File: src/rtl/swv_pkg.sv
// shared types and constants of the sliding window volatility block
// no dependencies
package swv_pkg;

	localparam int WINDOW_MAX_DEF = 256;
	localparam int WL_W           = 9;
	localparam int WL_RESET       = 20;
	localparam int PRICE_W        = 32;
	localparam int CHANGE_W       = 32;
	localparam int FRAC_RATIO     = 28;
	localparam int FIFO_DEPTH     = 4;
	localparam int SQ_STEPS       = 28;

	localparam logic [31:0] ONE_Q28    = 32'h1000_0000;
	localparam logic [31:0] CHANGE_MAX = 32'h7FFF_FFFF;
	localparam logic [59:0] RATIO_SAT  = 60'h0_8FFF_FFFF;
	localparam logic [31:0] ANNUAL_K   = 32'd266330047;

	typedef struct packed {
		logic                start;
		logic                sat;
		logic [CHANGE_W-1:0] change;
	} swv_item_t;

	typedef enum logic [1:0] {
		F_IDLE,
		F_DIV,
		F_PUSH
	} front_state_t;

	typedef enum logic [3:0] {
		B_IDLE,
		B_SQN,
		B_SQO,
		B_UPD,
		B_D2S,
		B_D2W,
		B_D1S,
		B_D1W,
		B_MM,
		B_VAR,
		B_SQRT,
		B_MULK,
		B_OUT
	} back_state_t;

endpackage

File: src/rtl/swv_divu.sv
// unsigned restoring divider, one quotient bit per cycle
// no dependencies
module swv_divu #(
	parameter int NUM_W = 60,
	parameter int DEN_W = 32
) (
	input  logic             clk,
	input  logic             arst_n,
	input  logic             start,
	input  logic [NUM_W-1:0] num,
	input  logic [DEN_W-1:0] den,
	output logic             done,
	output logic [NUM_W-1:0] quo
);

	localparam int CNT_W = $clog2(NUM_W + 1);

	logic [DEN_W-1:0] rem_q;
	logic [NUM_W-1:0] sh_q;
	logic [DEN_W-1:0] den_q;
	logic [CNT_W-1:0] cnt_q;
	logic             busy_q;
	logic             done_q;
	logic [DEN_W:0]   trial;
	logic [DEN_W:0]   diff;
	logic             ge;

	assign trial = {rem_q, sh_q[NUM_W-1]};
	assign ge    = trial >= {1'b0, den_q};
	assign diff  = trial - {1'b0, den_q};

	always_ff @(posedge clk or negedge arst_n) begin
		if (!arst_n) begin
			busy_q <= 1'b0;
			cnt_q  <= '0;
			done_q <= 1'b0;
		end else begin
			done_q <= busy_q && (cnt_q == CNT_W'(1));
			if (start) begin
				busy_q <= 1'b1;
				cnt_q  <= CNT_W'(NUM_W);
			end else if (busy_q) begin
				cnt_q <= cnt_q - CNT_W'(1);
				if (cnt_q == CNT_W'(1))
					busy_q <= 1'b0;
			end
		end
	end

	always_ff @(posedge clk) begin
		if (start) begin
			sh_q  <= num;
			rem_q <= '0;
			den_q <= den;
		end else if (busy_q) begin
			rem_q <= ge ? diff[DEN_W-1:0] : trial[DEN_W-1:0];
			sh_q  <= {sh_q[NUM_W-2:0], ge};
		end
	end

	assign done = done_q;
	assign quo  = sh_q;

endmodule

File: src/rtl/swv_front.sv
// front end: takes price words, forms the relative change
// depends on swv_pkg and swv_divu
module swv_front (
	input  logic                          clk,
	input  logic                          arst_n,
	input  logic                          clr,
	input  logic                          in_valid,
	output logic                          in_ready,
	input  logic [swv_pkg::PRICE_W-1:0]   price,
	input  logic                          series_start,
	output logic                          push_valid,
	input  logic                          push_ready,
	output swv_pkg::swv_item_t            push_item
);

	localparam int NUM_W = swv_pkg::PRICE_W + swv_pkg::FRAC_RATIO;

	swv_pkg::front_state_t state_q, state_d;
	logic [swv_pkg::PRICE_W-1:0] prev_q;
	logic                        active_q;
	swv_pkg::swv_item_t          item_q;
	logic                        accept;
	logic                        direct;
	logic                        div_start;
	logic                        div_done;
	logic [NUM_W-1:0]            div_quo;

	assign accept = in_valid && in_ready;
	assign direct = series_start || !active_q || (prev_q == '0);

	swv_divu #(
		.NUM_W(NUM_W),
		.DEN_W(swv_pkg::PRICE_W)
	) u_div (
		.clk   (clk),
		.arst_n(arst_n),
		.start (div_start),
		.num   ({price, swv_pkg::FRAC_RATIO'(0)}),
		.den   (prev_q),
		.done  (div_done),
		.quo   (div_quo)
	);

	always_comb begin
		state_d = state_q;
		case (state_q)
			swv_pkg::F_IDLE: begin
				if (accept)
					state_d = direct ? swv_pkg::F_PUSH : swv_pkg::F_DIV;
			end
			swv_pkg::F_DIV: begin
				if (div_done)
					state_d = swv_pkg::F_PUSH;
			end
			swv_pkg::F_PUSH: begin
				if (push_ready)
					state_d = swv_pkg::F_IDLE;
			end
			default: state_d = swv_pkg::F_IDLE;
		endcase
	end

	always_comb begin
		in_ready   = (state_q == swv_pkg::F_IDLE);
		push_valid = (state_q == swv_pkg::F_PUSH);
		div_start  = accept && !direct;
	end

	always_ff @(posedge clk or negedge arst_n) begin
		if (!arst_n) begin
			state_q  <= swv_pkg::F_IDLE;
			active_q <= 1'b0;
			prev_q   <= '0;
		end else begin
			state_q <= state_d;
			if (clr)
				active_q <= 1'b0;
			else if (accept)
				active_q <= 1'b1;
			if (accept)
				prev_q <= price;
		end
	end

	always_ff @(posedge clk) begin
		if (accept && direct) begin
			if (series_start || !active_q) begin
				item_q.start  <= 1'b1;
				item_q.sat    <= 1'b0;
				item_q.change <= '0;
			end else begin
				item_q.start  <= 1'b0;
				item_q.sat    <= 1'b1;
				item_q.change <= swv_pkg::CHANGE_MAX;
			end
		end else if (state_q == swv_pkg::F_DIV && div_done) begin
			item_q.start <= 1'b0;
			if (div_quo >= swv_pkg::RATIO_SAT) begin
				item_q.sat    <= 1'b1;
				item_q.change <= swv_pkg::CHANGE_MAX;
			end else begin
				item_q.sat    <= 1'b0;
				item_q.change <= div_quo[31:0] - swv_pkg::ONE_Q28;
			end
		end
	end

	assign push_item = item_q;

endmodule

File: config.mk
export PLATFORM = sky130hd
export DESIGN_NAME = swv_front
export DESIGN_NICKNAME = d
export VERILOG_FILES = /design/src/rtl/swv_pkg.sv /design/src/rtl/swv_divu.sv /design/src/rtl/swv_front.sv
export SDC_FILE = /design/constraint.sdc
export NUM_CORES = 1
export LEC_CHECK = 0
export BUFFER_PORTS_ARGS = -buffer_cell sky130_fd_sc_hd__buf_4
export CAP_MARGIN = 10
export CORE_MARGIN = 5
export CORE_UTILIZATION = 39
export DETAILED_ROUTE_END_ITERATION = 7
export GPL_TIMING_DRIVEN = 0
export PLACE_DENSITY = 0.61
export SYNTH_ARGS = -nofsm -noshare
export SYNTH_HDL_FRONTEND = slang
export SYNTH_HIERARCHICAL = 1
export SYNTH_SLANG_ARGS = --single-unit
File: constraint.sdc
create_clock -name clk -period 4.33 [get_ports clk]
set_input_delay 0.2165 -clock clk [delete_from_list [all_inputs] [get_ports clk]]
set_output_delay 0.2165 -clock clk [all_outputs]
set_load 0.05 [all_outputs]
==> After elaboration in Yosys (flattened, before gate mapping) <==
Cells that the tools add are included.
{ "word_totals": {"reg_bits": 201, "output_inout_bits": 36, "word_cells": 58, "inputBits": 38} }
{ "classes": {"n_addsub": 3, "muxes": 19, "order_cmp": 2, "eq_ne": 6, "reduce_logical": 15} }
{ "ops": {"columns": ["op", "count"], "rows": [
  ["$mux W60", 2],
  ["$mux W34", 3],
  ["$ge A60 B32 Y1 const B", 1],
  ["$ge A33 B32 Y1", 1],
  ["$mux W33", 1],
  ["$logic_not A32 Y1", 1],
  ["$mux W32", 1],
  ["$sub A32 B29 Y32 const B", 1],
  ["$sub A32 B32 Y32", 1],
  ["$mux W6", 2],
  ["$mux W2", 4],
  ["$eq A6 B1 Y1 const B", 1],
  ["$ne A2 B1 Y1 const B", 3],
  ["$pmux W2 S3", 1],
  ["$reduce_bool A2 Y1", 3],
  ["$sub A6 B1 Y6 const B", 1],
  ["$logic_and A1 B1 Y1", 5],
  ["$mux W1", 5],
  ["$reduce_and A3 Y1", 1],
  ["$eq A2 B1 Y1 const B", 1],
  ["$eq A2 B2 Y1 const B", 1],
  ["$logic_not A1 Y1", 2],
  ["$logic_not A2 Y1", 1],
  ["$logic_or A1 B1 Y1", 2]
]} }

==> Longest topological paths before layout <==
{ "depth": {"word_depth": 6, "mapped_depth": 13, "depth_no_buf": 11} }

==> Cells and area by module <==
The synthesis kept the hierarchy.
{ "by_module_without_submodules": {"columns": ["mod", "instances", "cells_per_inst", "area_each_um2"], "rows": [
  ["swv_divu", 1, 686, 7359.6],
  ["swv_front", 1, 270, 2925.3]
]} }

==> Least setup slack after synthesis <==
Ideal clock, no wire load.
{ "synth_timing": {"path_kind": "flip-flop to flip-flop", "from": "register state_q[0]", "to": "register u_div.sh_q[0], in the netlist u_div/quo[0], enable pin", "arrival_time_ps": 4605, "required_time_ps": 3938, "stages_incl_launch_ff": 8, "n_path_buf": 3, "period_less_slack_ps": 4997, "setup_ps": 392, "slack_ps": -667, "path_cell_list": "dfrtp_1 nor2_1 nand2_1 clkbuf_1 nor2_1 clkbuf_1 clkbuf_1 or2_2"} }
{ "synth_between": {"elab_chain_cells": 3} }
{ "synth_rtl": {"columns": ["item", "line_no", "rtl"], "rows": [
  ["from (decl)", "swv_front.sv:18", "swv_pkg::front_state_t state_q, state_d;"],
  ["from (signal assigned)", "swv_front.sv:71", "state_q <= swv_pkg::F_IDLE;"],
  ["from (signal assigned)", "swv_front.sv:75", "state_q <= state_d;"],
  ["$logic_not A2 Y1", "swv_front.sv:64", "in_ready = (state_q == swv_pkg::F_IDLE);"],
  ["net in_ready", "swv_front.sv:8", "output logic in_ready,"],
  ["$logic_and A1 B1 Y1", "swv_front.sv:28", "assign accept = in_valid && in_ready;"],
  ["$logic_and A1 B1 Y1", "swv_front.sv:66", "div_start = accept && !direct;"],
  ["net div_start", "swv_front.sv:24", "logic div_start;"],
  ["to (signal assigned)", "swv_divu.sv:52", "sh_q <= num;"],
  ["to (signal assigned)", "swv_divu.sv:57", "sh_q <= {sh_q[NUM_W-2:0], ge};"],
  ["to (decl)", "swv_divu.sv:19", "logic [NUM_W-1:0] sh_q;"]
]} }
The timed path passes the listed nets, and every way through them passes these cells.
A chain may end at the register's enable or synchronous reset.

==> Worst setup path in the final report <==
{ "layout_timing": {"from": "register state_q[0]", "to": "register u_div.sh_q[44], in the netlist u_div/quo[44], enable pin"} }
{ "layout_between": {"elab_chain_cells": 4} }
{ "layout_rtl": {"columns": ["item", "line_no"], "rows": [
  ["$logic_not A2 Y1", "swv_front.sv:64"],
  ["$logic_and A1 B1 Y1", "swv_front.sv:28"],
  ["$logic_and A1 B1 Y1", "swv_front.sv:66"],
  ["net div_start", "swv_front.sv:24"],
  ["$reduce_bool A2 Y1 (no source line)", null]
]} }
The timed path passes the listed nets, and every way through them passes these cells.

==> flow_metrics.tcl <==
set metrics [dict create \
    synth_top_area_share_pct 36.79 \
    die_w_um 172.4 \
    cts_setup_buffers 0 \
    cts-root-buf "clkbuf_16" \
    synth.most_common_cell "nand2_1" \
    vias 7844 \
    clock-sinks 201 \
    core_area_um2 25980 \
    finalHoldViolCount 0 \
    viasPerCell 5.343 \
    ioPinCount 74 \
    drt_first_pass_iters 5 \
    n_antenna_cell 0 \
    synth_area_um2 10280 \
    synth-edff-count 126 \
    grtUsageMet3_pct 1.966 \
    placed_area_um2 11380 \
    outcome "completed" \
    ys_top_cells_by_area "edfxtp_1 (37%), dfrtp_1 (10%), mux2_2 (6.9%), dfxtp_1 (6.2%), nand2_1 (6.1%)" \
    worst_clock_skew_ns 0.008209 \
    p_leak_nw 5.060 \
    track_usage_pct 17.19 \
    cpPeakStageDelay_ns 0.58 \
    cp-start-kind "register" \
    ys_seq_elements 201 \
    min_path_type "primary input to register" \
    vdd_ir_drop_max_uv 394.3 \
    nNetsFinal 1192 \
    slew_viol_final 0 \
    crit_chain "nor2_1, nand2_1, clkbuf_1, nor2_4, clkbuf_1, clkbuf_1, or2_4, buf_12" \
    maxCapViolCount 0 \
    drive_gt1_share_pct 17.74 \
    critPathKind "register to register" \
    syn_inst 956 \
    cts_tree "built" \
    path_max_fanout 35 \
    grt_overflow 0 \
    use_met1_pct 24.13 \
    synth_common_cells "nand2_1 (166), edfxtp_1 (126), mux2_2 (63), inv_1 (53), nor2_1 (52)" \
    cts_htree_levels 1 \
    crit_required_ns 4.51 \
    yosys_warnings 6 \
    dieArea_um2 29720 \
    yosysUniqueCellTypes 70 \
    grtUsageMet2_pct 28.96 \
    grt_pass1_vias 7656 \
    ys_seq_area_share_pct 53.48 \
    io_buffers 73 \
    endpoint_kind "register" \
    rsz0062_at_grt "false" \
    dpl.hpwl_um 18850 \
    fillCellCount 2402 \
    max_freq_mhz 258.3 \
    cpMostUsedCell "clkbuf_1" \
    drtIter0Drc 618 \
    slew-limit-headroom_pct 41.09 \
    wl_per_cell_um 17.60 \
    yosys.area.top_type "edfxtp_1" \
    rows 59 \
    clock_insertion_delay_worst_skew_ns 0.49 \
    grt.busiest_layer "met2" \
    cp.arrival_ns 4.05 \
    syn_to_final_growth_pct 21.22 \
    crit_family "buffers and inverters" \
    cp.buffers_inverters 4 \
    antenna_found_initial 0 \
    die_y_um 172.4 \
    ys_async_sr_fraction_pct 21.39 \
    fin_crit_ns 3.872 \
    power-per-cell-area_nw_per_um2 782.9 \
    grt_first_pass_wirelength_um 41100 \
    wl_um 25840 \
    synth_ff_type "edfxtp_1" \
    fin_util_pct 47.98 \
    routabilityCongestion 0.9008 \
    final_area_um2 12470 \
    clk_path_buf_depth 3 \
    cts_made_buffers 22 \
    setup_viol 0 \
    grt_max_degree 44 \
    finalCritPeriodShare_pct 89.42 \
    slowest_stage "clkbuf_1" \
    whs_ns 0.2005 \
    drc 0 \
    ant_nets 0 \
    avgSynthCellArea_um2 10.76 \
    tightestPinTransition_ns 0.8744 \
    clk_pin_slew_worst_paths_ns 0.06 \
    start_util_pct 39.58 \
]
[power breakdown]
part	switching [mW]	internal (mW)
Sequential	0.578	3.08
Clock	0.715	1.15
Combinational	2.52	1.73
[cells by family (layout without fill, tap and decap cells)]
group | count (synthesis) | in the layout | synth area share, %
AO/OA/AOI/OAI | 198 | 198 | 14.10
XOR/XNOR | 21 | 21 | 1.788
adder cells (fa/ha/maj) | 37 | 37 | 4.574
buffers and inverters | 102 | 251 | 4.282
flip-flops | 201 | 201 | 53.48
multiplexers | 66 | 66 | 7.190
other | 1 | 28 | 0.03646
AND/OR/NAND/NOR | 330 | 331 | 14.55
[area by class of cell]
type,instances,area (um2),share of cell area [%]
flip-flops and latches,201,5500,44.12
multi-input cells,681,4464,35.81
repair buffers,109,918.4,7.366
clock buffers,35,650.6,5.219
well taps,335,419.2,3.362
plain buffers,48,237.7,1.907
inverters,54,202.7,1.626
clock inverters,5,73.82,0.5921
[routing by layer]
| layer | share of wire [%] | vias up |
|---|---|---|
| li1 | - | 3799 |
| met3 | 4.9 | 27 |
| met5 | 0 | - |
| met2 | 48 | 210 |
| met1 | 45 | 3808 |
| met4 | 1.4 | 0 |
[worst reg2reg max path, cell delays in order (launching register included)]
cell      delay [ns]
dfrtp_1         0.42
nor2_1          0.18
nand2_1         0.22
clkbuf_1        0.35
nor2_4          0.51
clkbuf_1        0.58
clkbuf_1        0.51
or2_4           0.49
buf_12          0.27
[path summary, 6_finish.rpt]
check	slack [ns]	cells after the start	from	to
max	0.46	8	state_q[0]	u_div/quo[44]
min	0.20	4	in_valid	prev_q[26]
max reg2reg	0.46	8	state_q[0]	u_div/quo[44]
min reg2reg	0.47	1	u_div/done	state_q[0]
max in group asynchronous	3.67	2	arst_n	state_q[1]
min in group asynchronous	0.27	2	arst_n	prev_q[13]
[registers in the layout, summed over array words and instances, names as in the netlist]
name and count:
active_q 1, prev_q 32, u_div/cnt_q 6, u_div/quo 60, u_div/rem_q 32, state_q 2, push_item 34, u_div/den_q 32
u_div/busy_q 1, u_div/done 1
[through the flow]
stage | setup slack (ns) | std cells | TNS, ns | power (mW)
floorplan | 0.2203 | 983 | 0 | 6.657
global placement | -0.3659 | 1391 | -21.48 | 7.775
detailed placement | -0.1147 | 1392 | -3.879 | 7.843
CTS | 0.1566 | 1468 | 0 | 9.786
global route | 0.1678 | 1468 | 0 | 10.42
finish | 0.4580 | 1468 | 0 | 9.760
[placed cells by master, fill, tap and decap left out, types with 7 or more instances in the layout]
| cell type | instances |
|---|---|
| nand3_1 | 16 |
| inv_1 | 53 |
| edfxtp_1 | 126 |
| nor3_1 | 13 |
| nor4_1 | 20 |
| a311oi_1 | 24 |
| nor2_1 | 51 |
| a211oi_1 | 7 |
| mux2_2 | 63 |
| a21oi_1 | 37 |
| clkbuf_16 | 23 |
| dfxtp_1 | 32 |
| dlygate4sd3_1 | 35 |
| buf_2 | 10 |
| buf_4 | 74 |
| nand2_1 | 165 |
| o21a_1 | 33 |
| o21ai_0 | 22 |
| nand2b_1 | 8 |
| ha_1 | 36 |
| nand4_1 | 19 |
| o21bai_1 | 7 |
| xnor2_1 | 15 |
| conb_1 | 28 |
| dfrtp_1 | 43 |
| a21o_1 | 16 |
| a31oi_1 | 9 |
| clkbuf_1 | 41 |
[what timing repair did]
action | CTS | global route
hold endpoints to repair | 77 | 0
gates cloned | 1 | 0
setup endpoints to repair | 35 | 35
hold buffers | 35 | 0
pin swaps | 1 | 0
gates resized for setup | 0 | 1
Power figures use the tool's default switching activity.
