$ cat config.mk
export PLATFORM = sky130hd
export DESIGN_NAME = swv_fifo
export DESIGN_NICKNAME = d
export VERILOG_FILES = /design/src/rtl/swv_pkg.sv /design/src/rtl/swv_fifo.sv
export SDC_FILE = /design/constraint.sdc
export NUM_CORES = 1
export LEC_CHECK = 0
export BUFFER_PORTS_ARGS = -buffer_cell sky130_fd_sc_hd__buf_2
export CAP_MARGIN = 20
export CORE_MARGIN = 2
export CORE_UTILIZATION = 45
export DETAILED_ROUTE_END_ITERATION = 7
export PLACE_DENSITY_LB_ADDON = 0.05
export RECOVER_POWER = 100
export SETUP_SLACK_MARGIN = 0.05
export SLEW_MARGIN = 10
export SYNTH_ARGS = -nofsm -noshare
export SYNTH_HDL_FRONTEND = slang
export SYNTH_SLANG_ARGS = --single-unit
$ cat constraint.sdc
create_clock -name clk -period 5.4 [get_ports clk]
set_clock_uncertainty 0.1 [all_clocks]
set_input_delay 1.08 -clock clk [delete_from_list [all_inputs] [get_ports clk]]
set_output_delay 1.08 -clock clk [all_outputs]
set_load 0.005 [all_outputs]
$ cat src/rtl/swv_pkg.sv
// shared types and constants of the sliding window volatility block
// no dependencies
package swv_pkg;

	localparam int WINDOW_MAX_DEF = 256;
	localparam int WL_W           = 9;
	localparam int WL_RESET       = 20;
	localparam int PRICE_W        = 32;
	localparam int CHANGE_W       = 32;
	localparam int FRAC_RATIO     = 28;
	localparam int FIFO_DEPTH     = 4;
	localparam int SQ_STEPS       = 28;

	localparam logic [31:0] ONE_Q28    = 32'h1000_0000;
	localparam logic [31:0] CHANGE_MAX = 32'h7FFF_FFFF;
	localparam logic [59:0] RATIO_SAT  = 60'h0_8FFF_FFFF;
	localparam logic [31:0] ANNUAL_K   = 32'd266330047;

	typedef struct packed {
		logic                start;
		logic                sat;
		logic [CHANGE_W-1:0] change;
	} swv_item_t;

	typedef enum logic [1:0] {
		F_IDLE,
		F_DIV,
		F_PUSH
	} front_state_t;

	typedef enum logic [3:0] {
		B_IDLE,
		B_SQN,
		B_SQO,
		B_UPD,
		B_D2S,
		B_D2W,
		B_D1S,
		B_D1W,
		B_MM,
		B_VAR,
		B_SQRT,
		B_MULK,
		B_OUT
	} back_state_t;

endpackage

$ cat src/rtl/swv_fifo.sv
// short queue of classified changes between front and back
// depends on swv_pkg
module swv_fifo (
	input  logic               clk,
	input  logic               arst_n,
	input  logic               push_valid,
	output logic               push_ready,
	input  swv_pkg::swv_item_t push_item,
	output logic               pop_valid,
	input  logic               pop_ready,
	output swv_pkg::swv_item_t pop_item
);

	localparam int PTR_W = $clog2(swv_pkg::FIFO_DEPTH);
	localparam int CNT_W = $clog2(swv_pkg::FIFO_DEPTH + 1);

	swv_pkg::swv_item_t mem_q [swv_pkg::FIFO_DEPTH];
	logic [PTR_W-1:0] wr_q;
	logic [PTR_W-1:0] rd_q;
	logic [CNT_W-1:0] cnt_q;
	logic             do_push;
	logic             do_pop;

	assign push_ready = (cnt_q != CNT_W'(swv_pkg::FIFO_DEPTH));
	assign pop_valid  = (cnt_q != '0);
	assign do_push    = push_valid && push_ready;
	assign do_pop     = pop_valid && pop_ready;
	assign pop_item   = mem_q[rd_q];

	always_ff @(posedge clk or negedge arst_n) begin
		if (!arst_n) begin
			wr_q  <= '0;
			rd_q  <= '0;
			cnt_q <= '0;
		end else begin
			if (do_push)
				wr_q <= (wr_q == PTR_W'(swv_pkg::FIFO_DEPTH - 1)) ? '0 : wr_q + PTR_W'(1);
			if (do_pop)
				rd_q <= (rd_q == PTR_W'(swv_pkg::FIFO_DEPTH - 1)) ? '0 : rd_q + PTR_W'(1);
			if (do_push && !do_pop)
				cnt_q <= cnt_q + CNT_W'(1);
			else if (do_pop && !do_push)
				cnt_q <= cnt_q - CNT_W'(1);
		end
	end

	always_ff @(posedge clk) begin
		if (do_push)
			mem_q[wr_q] <= push_item;
	end

endmodule

[Word-level counts from Yosys, hierarchy flattened]
Memory sizes are Yosys's and may differ from the RTL's.
Index checks and enable logic that the tools add are counted.
Word-level totals
  bits in registers: 7
  RAM bits: 136
  bits of input ports: 38
  logic and storage cells: 25
  memories kept: 1
Memories
  mem_q: depth 4, bits a word 34, read ports 1, clocked after memory_dff 0, write ports 1, line swv_fifo.sv:17  | swv_pkg::swv_item_t mem_q [swv_pkg::FIFO_DEPTH];
Cells by class
  add/sub/neg operators: 4
  equality and inequality tests: 3
  mux-type cells: 6
  reduce and logical (&&, ||, !) cells: 8
Operator list (number)
  3-bit two-way mux: 2
  2-bit by 1-bit adder with 2-bit output (second input constant): 2
  2-bit == test (second input constant): 2
  1-bit logical AND: 4
  2-bit two-way mux: 2
  3-bit by 1-bit adder with 3-bit output (second input constant): 1
  3-bit inequality test (second input constant): 1
  3-bit nonzero test: 1
  3-bit by 1-bit subtractor with 3-bit output (second input constant): 1
  1-bit logical NOT: 2
  1-bit two-way mux: 2
  2-bit nonzero test: 1

[Depth between registers and ports, before layout]
Gate-level depths: netlist of run 1.
  depth in word-level cells: 6
  gate-level depth with buffers: 8
  gate-level depth less buffers: 8

[Worst setup path before layout of run 1]
No wires, ideal clock.
  kind: in2reg
  start: in push_valid
  end: mem mem_q[3][0] in the netlist's numbering (enable)
  library setup time: 0.394 ns
  arrival time: 2.205 ns
  required time: 4.906 ns
  slack: 2.700 ns
  stages on the path: 2
  path buffers: 0
  cells stage by stage: a21boi_2 > and2_1
On the way
  cells in the longest elaborated chain, start to end: 3
RTL lines
  from (decl): line swv_fifo.sv:6  | input logic push_valid,
  1-bit logical AND: line swv_fifo.sv:26  | assign do_push = push_valid && push_ready;
  1-bit two-way mux: line swv_fifo.sv:48  | if (do_push)
  1-bit two-way mux (not written as such): line swv_fifo.sv:49  | mem_q[wr_q] <= push_item;
  to (decl): line swv_fifo.sv:17
Every way passes these cells.

[Final worst setup path of run 1]
  start: in push_valid
  end: mem mem_q[0][30] in the netlist's numbering (enable)
On the way
  cells in the longest elaborated chain, start to end: 3
RTL lines
  1-bit logical AND: line swv_fifo.sv:26
  named net do_push: line swv_fifo.sv:21  | logic do_push;
  1-bit two-way mux: line swv_fifo.sv:48
  1-bit two-way mux (not written as such): line swv_fifo.sv:49
The timed path passes the listed nets, and every way through them passes these cells.

==> results by group, run 1 <==
Global routing
  • Gr usage total: around 15%
  • Global-route wire length before repair: 13600 um
  • Largest net degree at the start of global routing: 37
  • Vias in the first global route: between 2000 and 2500
  • Initial antenna violation count: 0
  • Overflow after GRT: 0

Floorplanning
  • Die X: ~110 um
  • Ports: 74
  • Num rows: 40
  • Die H: 114 um
  • Die Area: 12900 um2
  • Core ar.: around 12000 um2
  • Initial Util: 45.5%

Cells and area
  • Share of layout cells above drive strength 1: about 24%
  • ANT cells: 0
  • Most frequent cells in the layout: edfxtp_1 (136), clkbuf_1 (60), mux4_2 (28)
  • Fin nets: roughly 350
  • Post-synthesis to final-layout area growth: 16.2%
  • Commonest non-fill, non-tap cell in the layout: edfxtp_1
  • Filler instances: 948

Setup path
  • Startpoint types: primary input
  • Setup crit end kind: flip-flop
  • CP required: approximately 5.3 ns
  • Crit path DAT: between 3 and 4 ns
  • Worst R2R Path Depth: 3
  • Crit-path max FO: 34
  • Crit path kind: primary input to flip-flop

Clock network
  • CTS Buf Count: 17
  • Clock sinks: around 140
  • Cts repair resizes: 0
  • Hold buffer count at cts: 0
  • Post-CTS setup repair buffer count: 0
  • Later-pin clock latency in the skew report: around 0.41 ns
  • CTS tree: yes
  • Bufs on Longest Clock Path: 2
  • H-Tree Depth: 4
  • Clock-pin slew on the worst setup and hold paths: about 0.05 ns
  • CTS root buffer: clkbuf_16

Route
  • Via Count: around 2400
  • Number of remaining DRC errors: 0
  • Final WL: about 8800 um
  • Vias per inst: approximately 5.2
  • DRT Pass-1 Iters: 4
  • Initial DRC Count: between 100 and 150
  • WL/cell: approximately 19 um
  • Final antenna-violating net count: 0

STA
  • Slew headroom: -82.4%
  • Fin. max-slew vios: 177
  • Final setup violating endpoints: 0
  • Final period utilization: between 70% and 80%
  • Period minus WS final: just over 4 ns
  • RSZ-0062 raised after global routing: false
  • Hold slack final: roughly 0.40 ns
  • Final TNS setup: 0 ns
  • Fmax: ~0.24 GHz
  • Hold Fails Final Rpt: 0
  • Slew @ Worst Pin: approximately 2.7 ns

Yosys
  • #FFs+latches synth: roughly 140
  • Synth top area cells: edfxtp_1 (76%), mux4_2 (12%), dfrtp_1 (3.2%)
  • Post-synth cell types: 19
  • YS warnings: 0
  • Average size of a mapped cell: 25.1 um2
  • Syn Nets: 260
  • Synth area leader: edfxtp_1
  • Post-synthesis sequential area ratio: between 70% and 80%
  • Top-area cell type share of the netlist area: approximately three quarters
  • Post-Syn Instances: 215
  • Post-synthesis cell area: 5400 um2

Placement
  • GPL Wtd Cong: approximately 0.66
  • DP Wirelength: 4940 um
  • Port bufs: 73

Job
  • Max-cap violations: 5

Outcome
  • Failing checks: capacitance limit, slew limit
  • Status: complete, but fails checks

Power
  • Total power: roughly 0.0034 W
  • Peak supply drop: about 0.26 mV
  • LEAKAGE: just over 2 nW
  • Pwr Density: 543 nW/um2

Min path
  • Hold WC Path Type: flip-flop to flip-flop
  • Hold path depth: 1
[Yosys cell counts]
cell	instances
or3_4	1
dfrtp_1	7
buf_2	4
inv_1	3
mux4_1	6
xnor2_1	1
buf_12	3
mux2_2	5
a21boi_2	1
ha_1	6
edfxtp_1	136
and2_1	4
fa_1	1
nand2_1	1
nor2_1	4
nand2_2	1
mux4_2	28
buf_6	1
xor2_1	2
[sequential cells by signal, summed over array words and instances, names as in the netlist]
signal	count
wr_q	2
mem_q	136
cnt_q	3
rd_q	2
[final timing paths]
check                            from            to  slack [ns]
hold / removal               cnt_q[2]      cnt_q[2]        0.40
hold reg to reg              cnt_q[2]      cnt_q[2]        0.40
max in group asynchronous      arst_n       rd_q[0]        4.41
setup reg to reg             cnt_q[0]  mem_q[0][30]        1.51
setup / recovery           push_valid  mem_q[0][30]        1.30
min in group asynchronous      arst_n       rd_q[1]        0.47
[report_power, final]
group | leakage (nW) | switching, W | total (W) | internal (W)
clock | 0.227 | 0.000378 | 0.000957 | 0.000578
combinational | 0.513 | 0.000361 | 0.000795 | 0.000434
sequential | 1.33 | 0.000163 | 0.00165 | 0.00149
[cell families after synthesis]
logic type                 after synthesis  synth area share (%)
adders and majority gates                7                  1.76
muxes                                   39                  15.6
and+or+nand+nor                         11                  1.14
buffers and inverters                   11                  1.90
xor gates and xnor gates                 3                 0.487
AOI/OAI and AO/OA                        1                 0.209
DFF                                    143                  78.9
[metal layers]
layer / wire, um / global-route usage [%] / vias to the layer above
met5: 0 / 0 / -
met3: 380 / 4.99 / 16
met1: 3970 / 19.3 / 1230
met2: 4290 / 22.8 / 62
met4: 181 / 7.80 / 0
li1: - / - / 1078
[area by class of cell]
type	count	area, um2	share of cell area [%]
clock buffers	28	467	7.44
clock inverters	3	11.3	0.179
inverters	3	11.3	0.179
multi-input cells	61	1030	16.4
flip-flops and latches	143	4260	67.9
well taps	147	184	2.93
repair buffers	74	310	4.95
[critical path, stage by stage]
cell,delay [ns]
buf_2,0.07
a21boi_0,0.71
and2_0,2.10
[stage by stage]
step                std cells  util [%]  area [um2]  setup WS, ns
floorplan                 215         -        5400          2.70
global placement          428      49.5        5870          2.18
detailed placement        428      49.5        5870          2.19
CTS                       459      53.5        6350          1.75
global route              459      52.9        6270         0.970
finish                    459      52.9        6270          1.30
Power figures use the tool's default switching activity.
==> run 2, diff against run 1 <==
--- a/config.mk
+++ b/config.mk
@@ -5,6 +5,7 @@
 export SDC_FILE = /design/constraint.sdc
 export NUM_CORES = 1
 export LEC_CHECK = 0
+export ABC_AREA = 1
 export BUFFER_PORTS_ARGS = -buffer_cell sky130_fd_sc_hd__buf_2
 export CAP_MARGIN = 20
 export CORE_MARGIN = 2
==> constraint.sdc (replaced) <==
create_clock -name clk -period 3.9 [get_ports clk]
set_clock_uncertainty 0.1 [all_clocks]
set_input_delay 0.78 -clock clk [delete_from_list [all_inputs] [get_ports clk]]
set_output_delay 0.78 -clock clk [all_outputs]
set_load 0.005 [all_outputs]
==> results by group, run 2 <==
Clock network
  • Later-pin clock latency in the skew report: between 0.4 and 0.5 ns
  • Hold buffer count at cts: 0
  • Post-CTS setup repair buffer count: 0
  • CTS tree: yes
  • Cts repair resizes: 0
  • Clock sinks: roughly 140
  • H-Tree Depth: 4
  • CTS Buf Count: 17
  • Bufs on Longest Clock Path: 2
  • Clock-pin slew on the worst setup and hold paths: approximately 0.05 ns
  • CTS root buffer: clkbuf_16

Placement
  • DP Wirelength: 6230 um
  • GPL Wtd Cong: 0.740
  • Port bufs: between 70 and 80

Yosys
  • Average size of a mapped cell: 12.8 um2
  • Synth area leader: edfxtp_1
  • YS warnings: 0
  • Post-synth ARST share: roughly 4.9%
  • Post-synthesis sequential area ratio: approximately 73%
  • Post-Syn Instances: about 460
  • Post-synth top cells: edfxtp_1 (136), nand2_1 (117), inv_1 (81)
  • Synth top area cells: edfxtp_1 (70%), o211ai_1 (8.8%), nand2_1 (7.6%)
  • Number of synthesized flops with an enable pin: around 140
  • #FFs+latches synth: about 140
  • Top-area cell type share of the netlist area: a little over two thirds
  • Syn Nets: 500
  • Most frequent cell after synthesis: edfxtp_1
  • Post-synth cell types: 16
  • Main flop type after synthesis: edfxtp_1
  • Post-synthesis cell area: roughly 5800 um2

Floorplanning
  • Die X: ~120 um
  • Ports: 74
  • Core ar.: 12600 um2
  • Num rows: just over 40
  • Initial Util: 46.1%
  • Die Area: 13800 um2
  • Die H: ~120 um

Outcome
  • Status: complete, but fails checks
  • Failing checks: capacitance limit, slew limit

Cells and area
  • Filler instances: about 1100
  • Share of layout cells above drive strength 1: a little over a tenth
  • Final core area utilization: 54.3%
  • Post-synthesis to final-layout area growth: 17.9%
  • Commonest non-fill, non-tap cell in the layout: edfxtp_1
  • Fin nets: 578
  • Regs by FF count: mem_q: 136 flops, cnt_q: 3 flops
  • Largest Register: mem_q
  • Largest register FFs: roughly 140
  • Most frequent cells in the layout: edfxtp_1 (136), nand2_1 (117), inv_1 (82)
  • ANT cells: 0

Min path
  • Hold WC Path Type: primary input to async pin

Power
  • LEAKAGE: ~2.7 nW
  • Peak supply drop: between 0.4 and 0.5 mV
  • Pwr Density: 756 nW/um2

Global routing
  • Gr usage total: about 17%
  • Largest net degree at the start of global routing: between 60 and 70
  • Initial antenna violation count: 0
  • Overflow after GRT: 0
  • Global-route wire length before repair: approximately 17000 um
  • Vias in the first global route: roughly 3300

STA
  • Fmax: ~0.32 GHz
  • Fin. max-slew vios: between 50 and 60
  • Slew @ Worst Pin: roughly 2.2 ns
  • Final period utilization: roughly four fifths
  • Final TNS setup: 0 ns
  • Period minus WS final: 3.14 ns
  • Final setup violating endpoints: 0
  • Hold Fails Final Rpt: 0
  • Slew headroom: -47.7%
  • RSZ-0062 raised after global routing: false

Route
  • Wire length on met1: 4910 um
  • Final WL: between 10000 and 15000 um
  • Uppermost routed layer: met4
  • Via Count: roughly 3400
  • Met2 routed WL: ~5100 um
  • Vias per inst: 4.76
  • DRT Pass-1 Iters: 4
  • Number of remaining DRC errors: 0
  • Final antenna-violating net count: 0
  • Metal3 WL: 407 um
  • WL/cell: 14.7 um
  • Initial DRC Count: slightly below 200

Setup path
  • Crit path DAT: around 2.3 ns
  • Crit-path max FO: 34
  • CP Launch Point: rd_q[1]
  • Startpoint types: flip-flop
  • Reg2Reg Setup Slack: 0.80 ns
  • Setup crit end kind: output port
  • CP required: 3.02 ns
  • Beginning of the worst register-to-register path: cnt_q[0]
  • Crit path kind: flip-flop to output port

Job
  • Max-cap violations: 3
[run 2: cell count changes after synthesis, sizes merged, moves of 2 or more]
cell    previous run  this run
nand2              2       117
inv                3        82
o211ai             0        68
mux4              34         0
buf                8        21
nand3              0         7
mux2               5         0
and2               4         0
nor2               4         6
xor2               2         0
[run 2: cell type report]
type                    instances  area (um2)  share of cell area (%)
multi-input cells             208        1130                    16.6
well taps                     172         215                    3.14
flip-flops and latches        143        4260                    62.2
clock inverters                12         125                    1.83
clock buffers                  19         433                    6.32
inverters                      82         308                    4.49
repair buffers                 81         375                    5.48
[run 2: kinds of logic (layout without fill, tap and decap cells)]
group	after synthesis	in the layout	share of synthesized area, %
adder cells (fa/ha/maj)	7	7	1.64
flip-flops	143	143	73.3
XOR/XNOR	1	1	0.151
buffers and inverters	104	194	7.43
AO/OA/AOI/OAI	69	69	8.87
AND/OR/NAND/NOR	131	131	8.65
[run 2: critical path, cell delays in order, from the launching register on]
cell      delay, ns
dfrtp_2        0.39
inv_1          0.90
o211ai_1       0.28
nand2_1        0.14
buf_2          0.12
[run 2: worst paths after layout]
check                           cells after the start      endpoint
worst max-delay path                                4  pop_item[10]
worst min-delay path                                1       wr_q[0]
worst max register to register                      5  mem_q[2][19]
worst min register to register                      2      cnt_q[2]
max in group asynchronous                           1       rd_q[0]
min in group clk                                    2      cnt_q[2]
[run 2: routing by layer]
metal | vias up | global-route usage [%]
met2 | 62 | 26.7
met5 | - | 0
met3 | 9 | 5.77
met1 | 1621 | 21.0
li1 | 1723 | -
met4 | 0 | 4.97
[run 2: power by group]
group	internal, W	total, W	switching [W]
registers	0.00204	0.00221	0.000170
logic	0.000537	0.00144	0.000903
clock network	0.000981	0.00154	0.000555
total	0.00355	0.00518	0.00163
[run 2: metrics by stage]
stage / instance area (um2) / instances / total power, W / setup WS, ns / hold slack (ns)
after global routing: 6860 / 717 / 0.00554 / 0.541 / 0.180
after CTS: 6920 / 716 / 0.00529 / 0.937 / 0.0826
after detailed placement: 6360 / 685 / 0.00373 / 1.21 / 0.391
after global placement: 6360 / 685 / 0.00370 / 1.26 / 0.376
final: 6860 / 717 / 0.00518 / 0.758 / 0.165
after floorplan: 5810 / 455 / 0.00317 / 1.01 / 0.363
==> run 3, diff against run 2 <==
==> constraint.sdc (replaced) <==
create_clock -name clk -period 2.9 [get_ports clk]
set_clock_uncertainty 0.1 [all_clocks]
set_input_delay 0.58 -clock clk [delete_from_list [all_inputs] [get_ports clk]]
set_output_delay 0.58 -clock clk [all_outputs]
set_load 0.005 [all_outputs]
==> results by group, run 3 (synthesis results as in run 2) <==
Route
  • WL/cell: between 10 and 15 um
  • Final antenna-violating net count: 0
  • Wire length on met1: approximately 4700 um
  • Vias per inst: ~4.8
  • Number of remaining DRC errors: 0
  • Metal3 WL: 462 um
  • Final WL: roughly 10000 um
  • Initial DRC Count: between 150 and 200
  • Uppermost routed layer: met4
  • Met2 routed WL: approximately 5100 um
  • Via Count: 3455
  • DRT Pass-1 Iters: 4

Floorplanning
  • Die Area: 13800 um2
  • Ports: 74
  • Die X: around 120 um
  • Die H: between 100 and 150 um
  • Core ar.: approximately 13000 um2
  • Initial Util: between 40% and 50%
  • Num rows: 41

Power
  • LEAKAGE: roughly 2.7 nW
  • Total power: around 0.0071 W
  • Pwr Density: roughly 1000 nW/um2
  • Peak supply drop: 0.458 mV

Clock network
  • CTS tree: yes
  • Clock sinks: ~140
  • Later-pin clock latency in the skew report: 0.41 ns
  • CTS Buf Count: 17
  • CTS root buffer: clkbuf_16
  • H-Tree Depth: 4
  • Bufs on Longest Clock Path: 2
  • Clock-pin slew on the worst setup and hold paths: 0.06 ns
  • Cts repair resizes: 0

Global routing
  • Global-route wire length before repair: between 15000 and 20000 um
  • Vias in the first global route: ~3400
  • Gr usage total: between 15 and 20%
  • Initial antenna violation count: 0
  • Overflow after GRT: 0
  • Largest net degree at the start of global routing: 57

Cells and area
  • Final Non-Filler Cells: 721
  • Regs by FF count: mem_q: 136 flops, cnt_q: 3 flops
  • Filler instances: 1114
  • ANT cells: 0
  • Share of layout cells above drive strength 1: a little over a tenth
  • Largest register FFs: between 100 and 150
  • Largest Register: mem_q
  • Fin nets: 581
  • Post-synthesis to final-layout area growth: 19.3%
  • Commonest non-fill, non-tap cell in the layout: edfxtp_1
  • Most frequent cells in the layout: edfxtp_1 (136), nand2_1 (117), inv_1 (81)

Setup path
  • Crit-path max FO: 42
  • Setup crit end kind: output port
  • Crit path kind: flip-flop to output port
  • CP required: ~2.2 ns
  • Worst R2R Path Depth: 5
  • Crit path DAT: 1.86 ns
  • Startpoint types: flip-flop

STA
  • Slew headroom: 27.7%
  • Fin worst setup slack: between 0.3 and 0.4 ns
  • Hold slack final: ~0.32 ns
  • Slew @ Worst Pin: 1.08 ns
  • RSZ-0062 raised after global routing: false
  • Final period utilization: 87.6%
  • Final TNS setup: 0 ns
  • Period minus WS final: approximately 2.5 ns
  • Hold Fails Final Rpt: 0
  • Fin. max-slew vios: 0
  • Fmax: 0.393 GHz
  • Final setup violating endpoints: 0

Placement
  • Setup WS pre-CTS: around 0.62 ns
  • DP Wirelength: approximately 6100 um
  • GPL Wtd Cong: a little over 0.7
  • Cells after DPL: about 690
  • Port bufs: 73

Min path
  • Hold WC Path Type: primary input to flip-flop
  • Hold path depth: 1

Outcome
  • Status: finished clean

Job
  • Max-cap violations: 0
==> run 3: cell type report <==
cell class	count	area [um2]	area share [%]
clock inverters	14	173	2.49
inverters	82	308	4.44
clock buffers	18	429	6.19
repair buffers	84	393	5.67
flip-flops and latches	143	4260	61.5
multi-input cells	208	1150	16.6
well taps	172	215	3.10
==> run 3: path summary, 6_finish.rpt <==
path                                end    startpoint  slack, ns
max                        pop_item[28]       rd_q[0]       0.36
min reg2reg                    cnt_q[2]      cnt_q[2]       0.43
min                         mem_q[1][5]  push_item[5]       0.32
min in group asynchronous      cnt_q[2]        arst_n       0.50
max in group asynchronous       rd_q[0]        arst_n       1.87
max reg2reg                mem_q[1][31]      cnt_q[0]       0.47
==> run 3: stage by stage <==
step                instance area [um2]  utilization [%]
finish                             6930             54.9
global route                       6930             54.9
CTS                                7030             55.7
detailed placement                 6420             50.9
global placement                   6420             50.9
floorplan                          5810                -
==> run 3: per-layer routing <==
metal  global-route usage (%)  vias up
met3                     5.28       15
met1                     19.2     1642
li1                         -     1732
met2                     26.6       66
met5                        0        -
met4                     7.00        0
==> run 3: what timing repair did <==
action                    in CTS  in global routing
buffers inserted               0                  0
hold endpoints to repair       7                  0
hold buffers                   1                  0
==> run 3: power breakdown <==
part / leakage, nW / internal [W] / switching [W] / total (W)
combinational: 1.07 / 0.000736 / 0.00129 / 0.00202
clock: 0.287 / 0.00142 / 0.000767 / 0.00219
sequential: 1.33 / 0.00274 / 0.000190 / 0.00293
total: 2.68 / 0.00489 / 0.00225 / 0.00714
==> run 3: critical path, cell delays in order, from the launching register on <==
cell,delay (ns)
dfrtp_4,0.69
buf_4,0.35
nand2_1,0.09
o211ai_1,0.09
nand2_1,0.10
clkbuf_1,0.11
